[config.mk]
export PLATFORM = sky130hd
export DESIGN_NAME = quadrature_detent_decoder_accel
export DESIGN_NICKNAME = d
export VERILOG_FILES = /design/src/sv/qdda_pkg.sv /design/src/sv/qdda_cfg.sv /design/src/sv/qdda_step.sv /design/src/sv/quadrature_detent_decoder_accel.sv
export SDC_FILE = /design/constraint.sdc
export NUM_CORES = 1
export LEC_CHECK = 0
export ABC_AREA = 1
export BUFFER_PORTS_ARGS = -buffer_cell sky130_fd_sc_hd__buf_2
export CAP_MARGIN = 40
export CORE_ASPECT_RATIO = 2
export CORE_MARGIN = 1
export CORE_UTILIZATION = 63
export DETAILED_ROUTE_END_ITERATION = 7
export GPL_TIMING_DRIVEN = 0
export PLACE_DENSITY = 0.81
export REMOVE_ABC_BUFFERS = 1
export SYNTH_ARGS = -nofsm -noshare
export SYNTH_HDL_FRONTEND = slang
export SYNTH_SLANG_ARGS = --single-unit
[constraint.sdc]
create_clock -name clk -period 14.2 [get_ports clk]
set_input_delay 2.84 -clock clk [delete_from_list [all_inputs] [get_ports clk]]
set_output_delay 2.84 -clock clk [all_outputs]
set_load 0.1 [all_outputs]
[src/sv/qdda_pkg.sv]
// shared types, constants and tables for the quadrature detent decoder
package qdda_pkg;

    // command codes
    localparam logic [1:0] CMD_POLL = 2'd0;
    localparam logic [1:0] CMD_READ = 2'd1;
    localparam logic [1:0] CMD_ZERO = 2'd2;

    // configuration register indexes
    localparam logic [2:0] REG_ENCODER_TYPE     = 3'd0;
    localparam logic [2:0] REG_FAST_TRIGGER     = 3'd1;
    localparam logic [2:0] REG_FAST_SPEED       = 3'd2;
    localparam logic [2:0] REG_POSITION_LIMIT   = 3'd3;
    localparam logic [2:0] REG_DECAY_MS         = 3'd4;
    localparam logic [2:0] REG_IDLE_MS          = 3'd5;
    localparam logic [2:0] REG_DETENT_COUNT_MAX = 3'd6;

    // configuration reset values
    localparam logic [2:0]  RST_ENCODER_TYPE     = 3'd2;
    localparam logic [3:0]  RST_FAST_TRIGGER     = 4'd4;
    localparam logic [3:0]  RST_FAST_SPEED       = 4'd4;
    localparam logic [14:0] RST_POSITION_LIMIT   = 15'd32000;
    localparam logic [15:0] RST_DECAY_MS         = 16'd100;
    localparam logic [15:0] RST_IDLE_MS          = 16'd500;
    localparam logic [3:0]  RST_DETENT_COUNT_MAX = 4'd12;

    localparam logic [31:0] RST_STEP_TIME = 32'd500;

    localparam logic [2:0] LAST_ENCODER_TYPE = 3'd4;

    // step direction codes
    localparam logic [1:0] DIR_NONE = 2'b00;
    localparam logic [1:0] DIR_UP   = 2'b01;
    localparam logic [1:0] DIR_DOWN = 2'b11;

    // indexed by {previous state, new state}
    localparam logic [1:0] STEP_DIR [16] = '{
        DIR_NONE, DIR_DOWN, DIR_UP,   DIR_NONE,
        DIR_UP,   DIR_NONE, DIR_NONE, DIR_DOWN,
        DIR_DOWN, DIR_NONE, DIR_NONE, DIR_UP,
        DIR_NONE, DIR_UP,   DIR_DOWN, DIR_NONE
    };

    // detent states per encoder type, one bit per quadrature state
    localparam logic [3:0] TYPE_DETENTS [5] = '{4'h8, 4'h1, 4'h9, 4'h6, 4'hF};
    localparam logic [1:0] TYPE_SHIFT [5]   = '{2'd2, 2'd2, 2'd1, 2'd1, 2'd0};

    typedef struct packed {
        logic [2:0]  encoder_type;
        logic [3:0]  fast_trigger;
        logic [3:0]  fast_speed;
        logic [14:0] position_limit;
        logic [15:0] decay_ms;
        logic [15:0] idle_ms;
        logic [3:0]  detent_count_max;
    } cfg_t;

    typedef struct packed {
        logic [1:0]  prev_quad;
        logic [17:0] raw_position;
        logic [15:0] ext_position;
        logic [15:0] reported_position;
        logic [31:0] delta_acc;
        logic [3:0]  detent_count;
        logic [31:0] last_decay_ms;
        logic [31:0] step_time_prev;
        logic [31:0] step_time;
    } state_t;

    typedef struct packed {
        logic [1:0]  command;
        logic        pin_a;
        logic        pin_b;
        logic [31:0] now_ms;
    } item_t;

    typedef struct packed {
        logic [15:0] position;
        logic [31:0] delta;
        logic        moved;
        logic        limit_reset;
    } result_t;

endpackage

[src/sv/qdda_cfg.sv]
// configuration register file for the quadrature detent decoder
module qdda_cfg (
    input  logic             clk,
    input  logic             rst_n,
    input  logic             cfg_we,
    input  logic [2:0]       cfg_index,
    input  logic [15:0]      cfg_data,
    output qdda_pkg::cfg_t   cfg
);

    qdda_pkg::cfg_t cfg_reg;

    always_ff @(posedge clk or negedge rst_n)
    begin
        if (!rst_n)
        begin
            cfg_reg.encoder_type     <= qdda_pkg::RST_ENCODER_TYPE;
            cfg_reg.fast_trigger     <= qdda_pkg::RST_FAST_TRIGGER;
            cfg_reg.fast_speed       <= qdda_pkg::RST_FAST_SPEED;
            cfg_reg.position_limit   <= qdda_pkg::RST_POSITION_LIMIT;
            cfg_reg.decay_ms         <= qdda_pkg::RST_DECAY_MS;
            cfg_reg.idle_ms          <= qdda_pkg::RST_IDLE_MS;
            cfg_reg.detent_count_max <= qdda_pkg::RST_DETENT_COUNT_MAX;
        end
        else if (cfg_we)
        begin
            case (cfg_index)
                qdda_pkg::REG_ENCODER_TYPE:     cfg_reg.encoder_type     <= cfg_data[2:0];
                qdda_pkg::REG_FAST_TRIGGER:     cfg_reg.fast_trigger     <= cfg_data[3:0];
                qdda_pkg::REG_FAST_SPEED:       cfg_reg.fast_speed       <= cfg_data[3:0];
                qdda_pkg::REG_POSITION_LIMIT:   cfg_reg.position_limit   <= cfg_data[14:0];
                qdda_pkg::REG_DECAY_MS:         cfg_reg.decay_ms         <= cfg_data;
                qdda_pkg::REG_IDLE_MS:          cfg_reg.idle_ms          <= cfg_data;
                qdda_pkg::REG_DETENT_COUNT_MAX: cfg_reg.detent_count_max <= cfg_data[3:0];
                default:
                begin
                end
            endcase
        end
    end

    assign cfg = cfg_reg;

endmodule

[src/sv/qdda_step.sv]
// next-state and result logic for one item of the quadrature detent decoder
module qdda_step (
    input  qdda_pkg::item_t   item,
    input  qdda_pkg::state_t  st,
    input  qdda_pkg::cfg_t    cfg,
    output qdda_pkg::state_t  st_next,
    output qdda_pkg::result_t res
);

    logic [2:0]         enc_type;
    logic [1:0]         quad;
    logic [31:0]        since_decay;
    logic [31:0]        since_step;
    logic [3:0]         cnt;
    logic [31:0]        last_decay;
    logic [3:0]         speed;
    logic [5:0]         step_mag;
    logic [1:0]         dir;
    logic [17:0]        raw_stepped;
    logic [4:0]         cnt_inc;
    logic [3:0]         cnt_capped;
    logic               is_detent;
    logic               changed;
    logic [1:0]         shift;

    // values after the decode of a poll
    logic [17:0]        raw_dec;
    logic [15:0]        ext_dec;
    logic [3:0]         cnt_dec;
    logic [31:0]        stp_prev_dec;
    logic [31:0]        stp_dec;

    logic [15:0]        d;
    logic signed [17:0] sum;
    logic signed [17:0] lim_pos;
    logic signed [17:0] lim_neg;
    logic               d_pos;
    logic               d_neg;
    logic               over;

    always_comb
    begin
        enc_type = (cfg.encoder_type > qdda_pkg::LAST_ENCODER_TYPE)
                   ? qdda_pkg::LAST_ENCODER_TYPE : cfg.encoder_type;
        quad = {~item.pin_b, ~item.pin_a};
        since_decay = item.now_ms - st.last_decay_ms;
        since_step  = item.now_ms - st.step_time_prev;

        // counter decay, else clear after idle time
        cnt = st.detent_count;
        last_decay = st.last_decay_ms;
        if (since_decay > {16'd0, cfg.decay_ms} && st.detent_count > 4'd1)
        begin
            last_decay = item.now_ms;
            cnt = st.detent_count - 4'd1;
        end
        else if (since_step > {16'd0, cfg.idle_ms})
        begin
            last_decay = item.now_ms;
            cnt = 4'd0;
        end

        speed = (cnt > cfg.fast_trigger) ? cfg.fast_speed : 4'd1;
        shift = qdda_pkg::TYPE_SHIFT[enc_type];
        step_mag = {2'b00, speed} << shift;
        dir = qdda_pkg::STEP_DIR[{st.prev_quad, quad}];
        case (dir)
            qdda_pkg::DIR_UP:   raw_stepped = st.raw_position + {12'd0, step_mag};
            qdda_pkg::DIR_DOWN: raw_stepped = st.raw_position - {12'd0, step_mag};
            default:            raw_stepped = st.raw_position;
        endcase

        changed = (quad != st.prev_quad);
        is_detent = qdda_pkg::TYPE_DETENTS[enc_type][quad];
        cnt_inc = {1'b0, cnt} + 5'd1;
        cnt_capped = (cnt_inc < {1'b0, cfg.detent_count_max})
                     ? cnt_inc[3:0] : cfg.detent_count_max;

        raw_dec = st.raw_position;
        ext_dec = st.ext_position;
        cnt_dec = cnt;
        stp_prev_dec = st.step_time_prev;
        stp_dec = st.step_time;
        if (changed)
        begin
            raw_dec = raw_stepped;
            if (is_detent)
            begin
                stp_prev_dec = st.step_time;
                stp_dec = item.now_ms;
                ext_dec = raw_stepped[17:2];
                cnt_dec = cnt_capped;
            end
        end

        // position change against the last reported value, 16-bit wrap
        d = ext_dec - st.reported_position;
        d_pos = !d[15] && (d != 16'd0);
        d_neg = d[15];
        sum = $signed({{2{ext_dec[15]}}, ext_dec}) + $signed({d[15], d, 1'b0});
        lim_pos = $signed({3'b000, cfg.position_limit});
        lim_neg = -lim_pos;
        over = (d_pos && (sum > lim_pos)) || (d_neg && (sum < lim_neg));

        st_next = st;
        res.position = st.ext_position;
        res.delta = 32'd0;
        res.moved = 1'b0;
        res.limit_reset = 1'b0;

        case (item.command)
            qdda_pkg::CMD_POLL:
            begin
                st_next.prev_quad = quad;
                st_next.raw_position = raw_dec;
                st_next.ext_position = ext_dec;
                st_next.detent_count = cnt_dec;
                st_next.last_decay_ms = last_decay;
                st_next.step_time_prev = stp_prev_dec;
                st_next.step_time = stp_dec;
                res.position = ext_dec;
                if (d != 16'd0)
                begin
                    res.moved = 1'b1;
                    st_next.delta_acc = st.delta_acc + {{16{d[15]}}, d};
                    st_next.reported_position = ext_dec;
                    if (over)
                    begin
                        st_next.raw_position = {16'd0, raw_dec[1:0]};
                        st_next.ext_position = 16'd0;
                        st_next.reported_position = 16'd0;
                        res.position = 16'd0;
                        res.limit_reset = 1'b1;
                    end
                end
            end
            qdda_pkg::CMD_READ:
            begin
                res.delta = st.delta_acc;
                st_next.delta_acc = 32'd0;
            end
            qdda_pkg::CMD_ZERO:
            begin
                st_next.raw_position = {16'd0, st.raw_position[1:0]};
                st_next.ext_position = 16'd0;
                res.position = 16'd0;
            end
            default:
            begin
            end
        endcase
    end

endmodule

[src/sv/quadrature_detent_decoder_accel.sv]
// top level of the quadrature detent decoder with acceleration
// an accepted item waits in the input register until the result register frees
// throughput: one item per cycle unless results stall; the state update of an
// item fits between input and result register, so the next item uses it at once
// reset: all state and configuration registers take their reset values at once
module quadrature_detent_decoder_accel (
    input  logic               clk,
    input  logic               rst_n,
    input  logic               cfg_we,
    input  logic [2:0]         cfg_index,
    input  logic [15:0]        cfg_data,
    input  logic               in_valid,
    output logic               in_ready,
    input  logic [1:0]         command,
    input  logic               pin_a,
    input  logic               pin_b,
    input  logic [31:0]        now_ms,
    output logic               out_valid,
    input  logic               out_ready,
    output logic signed [15:0] position,
    output logic signed [31:0] delta,
    output logic               moved,
    output logic               limit_reset
);

    qdda_pkg::cfg_t    cfg;
    qdda_pkg::item_t   item_reg;
    logic              in_valid_reg;
    qdda_pkg::state_t  state_reg;
    qdda_pkg::state_t  state_next;
    qdda_pkg::result_t result_reg;
    qdda_pkg::result_t result_next;
    logic              out_valid_reg;
    logic              advance;

    qdda_cfg u_cfg (
        .clk       (clk),
        .rst_n     (rst_n),
        .cfg_we    (cfg_we),
        .cfg_index (cfg_index),
        .cfg_data  (cfg_data),
        .cfg       (cfg)
    );

    qdda_step u_step (
        .item    (item_reg),
        .st      (state_reg),
        .cfg     (cfg),
        .st_next (state_next),
        .res     (result_next)
    );

    // the result register frees when it is empty or being taken
    assign advance  = !out_valid_reg || out_ready;
    assign in_ready = !in_valid_reg || advance;

    always_ff @(posedge clk or negedge rst_n)
    begin
        if (!rst_n)
        begin
            in_valid_reg <= 1'b0;
        end
        else if (in_ready)
        begin
            in_valid_reg <= in_valid;
        end
    end

    always_ff @(posedge clk)
    begin
        if (in_valid && in_ready)
        begin
            item_reg.command <= command;
            item_reg.pin_a   <= pin_a;
            item_reg.pin_b   <= pin_b;
            item_reg.now_ms  <= now_ms;
        end
    end

    always_ff @(posedge clk or negedge rst_n)
    begin
        if (!rst_n)
        begin
            state_reg.prev_quad         <= 2'd0;
            state_reg.raw_position      <= 18'd0;
            state_reg.ext_position      <= 16'd0;
            state_reg.reported_position <= 16'd0;
            state_reg.delta_acc         <= 32'd0;
            state_reg.detent_count      <= 4'd0;
            state_reg.last_decay_ms     <= 32'd0;
            state_reg.step_time_prev    <= 32'd0;
            state_reg.step_time         <= qdda_pkg::RST_STEP_TIME;
            out_valid_reg               <= 1'b0;
        end
        else if (advance)
        begin
            out_valid_reg <= in_valid_reg;
            if (in_valid_reg)
            begin
                state_reg <= state_next;
            end
        end
    end

    always_ff @(posedge clk)
    begin
        if (advance && in_valid_reg)
        begin
            result_reg <= result_next;
        end
    end

    assign out_valid   = out_valid_reg;
    assign position    = $signed(result_reg.position);
    assign delta       = $signed(result_reg.delta);
    assign moved       = result_reg.moved;
    assign limit_reset = result_reg.limit_reset;

    // overflow protection always leaves the position at zero
    assert property (@(posedge clk) disable iff (!rst_n)
        out_valid && limit_reset |-> (position == 16'sd0) && moved)
    else $error("limit reset without zero position or movement");

    // a read item leaves the accumulator cleared
    assert property (@(posedge clk) disable iff (!rst_n)
        advance && in_valid_reg && (item_reg.command == qdda_pkg::CMD_READ)
        |=> (state_reg.delta_acc == 32'd0))
    else $error("delta accumulator not cleared by read");

    // input side stalls only behind a held result
    assert property (@(posedge clk) disable iff (!rst_n)
        !in_ready |-> out_valid_reg && !out_ready && in_valid_reg)
    else $error("input stalled without a held result");

    // state only moves when an item is processed
    assert property (@(posedge clk) disable iff (!rst_n)
        !(advance && in_valid_reg) |=> $stable(state_reg))
    else $error("state changed without an item");

endmodule

==> impl_metrics.json <==
{
  "io_pins": 112,
  "dr.pass1.iters": 5,
  "grt_setup_unrepaired": "no",
  "synthDistinctLibCells": 59,
  "die_area_mm2": 0.0397,
  "synth_fa_ha_area_share_pct": 11.6,
  "critical_path_class": "reg -> reg",
  "cts_root_buf": "clkbuf_16",
  "yosys.area_share.simple_pct": 25.0,
  "cts_hold_buf": 0,
  "fmax_mhz": 75.7,
  "synth_top_family_by_area": "simple AND/OR/NAND/NOR gates",
  "grt_start_max_net_pins": 100,
  "grt-ovfl-total": 0,
  "fin_crit_sh_pct": 93.0,
  "yosysWarningCount": 0,
  "cts.path.max_buffers": 3,
  "drc": 0,
  "postSynthAreaPerCell_um2": 7.42,
  "core-area_mm2": 0.0382,
  "nNetsFinal": 3676,
  "synth_mux_area_share_pct": 0.0920,
  "hp-class": "reg -> reg",
  "crit_start": "item_reg[2]$_DFFE_PP_",
  "fin_tns_setup_ps": 0,
  "rr_worst_depth": 69,
  "ys_ff_latch": 334,
  "status": "complete, no violations",
  "routed-wl-met2_um": 38800,
  "io_buffers": 111,
  "hold_viol": 0,
  "r2r-end": "state_reg[133]$_DFFE_PN0P_",
  "rrSetupSlack_ps": 1000,
  "cp_max_fo": 20,
  "wl_met3_um": 3090,
  "postRouteAntennaNets": 0,
  "antenna_found_initial": 2,
  "final_common_cell": "nand2_1",
  "cts_tree": "yes",
  "met1_length_um": 23000,
  "clk_latency_ps": 600,
  "postCtsSetupRepairBufs": 0,
  "wl_um": 74800,
  "cts_resized": 0,
  "rows": 101,
  "tightest_slew_ps": 871,
  "endpoint_kind": "flip-flop",
  "place.gp.congestion": 1.01,
  "synth-compound-area-share_pct": 13.7,
  "critPathMaxStageDelay_ps": 570,
  "ys_seq_area_share_pct": 36.0,
  "cp.required_ps": 14710,
  "htreeDepth": 1,
  "cp.arrival_ps": 13710,
  "cts_sinks": 334,
  "holdPathEnd": "state_reg[148]$_DFFE_PN0P_",
  "path_common_cell": "nand2_1",
  "routed.top_layer": "met5",
  "layout-drive-gt1-share_pct": 9.54,
  "hold_depth": 2,
  "die_h_um": 281,
  "maxSlewHeadroom_pct": 41.8,
  "synth_xor_xnor_area_share_pct": 3.97,
  "clock_skew_ps": 15.2,
  "period_minus_slack_ps": 13200,
  "num_vias": 22500,
  "grt_pass1_vias": 23300,
  "fp.dieW_um": 141,
  "dp_hpwl_um": 59300,
  "largest_reg_flops": 184,
  "maxCapViolCount": 0,
  "setup_viol": 0,
  "cp-start-kind": "flip-flop",
  "drtIter0Drc": 1165,
  "mostFrequentLayoutCells": "838 x nand2_1, 514 x inv_1, 259 x nor2_1, 244 x o21ai_0, 222 x dfrtp_1",
  "critPathSlowestCell": "edfxtp_1",
  "wire_per_inst_um": 19.0,
  "grt_usage_pct": 38.7,
  "clk_pin_slew_worst_paths_ps": 70,
  "syn-cell-area_mm2": 0.0245,
  "hold_start": "state_reg[148]$_DFFE_PN0P_",
  "synth_cells": 3298,
  "maxSlewViolCount": 0,
  "synthToLayoutAreaGrowth_pct": 8.73,
  "synth-edff-count": 86,
  "r2r_start": "item_reg[2]$_DFFE_PP_",
  "start_util_pct": 64.1,
  "cts_buffers": 30,
  "vias_per_cell": 5.72,
  "synth-main-ff-cell": "dfrtp_1",
  "grt_first_pass_wirelength_um": 117000,
  "synthArstFlopShare_pct": 74.3
}
## final cells by class
class	count	area (um2)
sequential	334	8820
fill	3253	11600
multi-input combinational	2366	13300
clock buffer	39	846
antenna	1	2.50
inverter	535	2020
timing repair buffer	126	825
tap	515	644
clock inverter	17	141
## routing by layer
layer  track usage, %  up-vias
li1                 -    10900
met1             32.5    10400
met2             72.5      779
met3             4.53      405
met4             44.5        2
met5                0        -
## how the worst max path moves through the flow
| stage | endpoint | slack, ps | cells past startpoint |
|---|---|---|---|
| global placement | state_reg[46]$_DFFE_PN0P_ | 130 | 10 |
| finish | state_reg[133]$_DFFE_PN0P_ | 1000 | 69 |
| detailed placement | state_reg[133]$_DFFE_PN0P_ | 950 | 69 |
| floorplan | state_reg[148]$_DFFE_PN0P_ | 4040 | 82 |
| global route | state_reg[140]$_DFFE_PN0P_ | 50 | 77 |
| CTS | state_reg[133]$_DFFE_PN0P_ | 910 | 69 |
## cells in the mapped netlist, drive strengths merged (41+ instances only)
cell,count,area (um2)
o21ai,283,1450
nand3,168,943
nor2,283,1120
dfrtp,222,5560
xor2,86,753
nand4,43,269
inv,533,2010
edfxtp,86,2580
clkbuf,41,154
ha,217,2720
a21oi,219,1110
nand2,864,3340
## stage by stage
step	utilization, %	hold WS [ps]	setup slack (ps)	cells	cell area [um2]
after detailed placement	67.1	468	947	3876	25600
after global placement	66.4	461	126	3861	25300
final	69.7	484	997	3933	26600
after global routing	69.7	499	46.9	3932	26600
after CTS	69.7	485	908	3932	26600
after floorplan	-	449	4040	3235	24100
## logic make-up (layout without fill, tap and decap cells)
group                    after synthesis  count (layout)
AO/OA/AOI/OAI                        604             604
XOR/XNOR                             111             111
adder cells (fa/ha/maj)              223             223
buffers and inverters                598             717
flip-flops                           334             334
multiplexers                           2               2
other                                  0               1
AND/OR/NAND/NOR                     1426            1426
## critical path, delay by kind of cell (launching register included)
kind | cells | cell delay, ps
buffers and inverters | 5 | 720
adders and majority gates | 8 | 2850
DFF | 1 | 570
xor gates and xnor gates | 4 | 1060
and+or+nand+nor | 40 | 5540
AOI/OAI and AO/OA | 12 | 2350
Power is not shown: default switching activity piles up to over one toggle a cycle in this logic, so the estimate is an artifact.
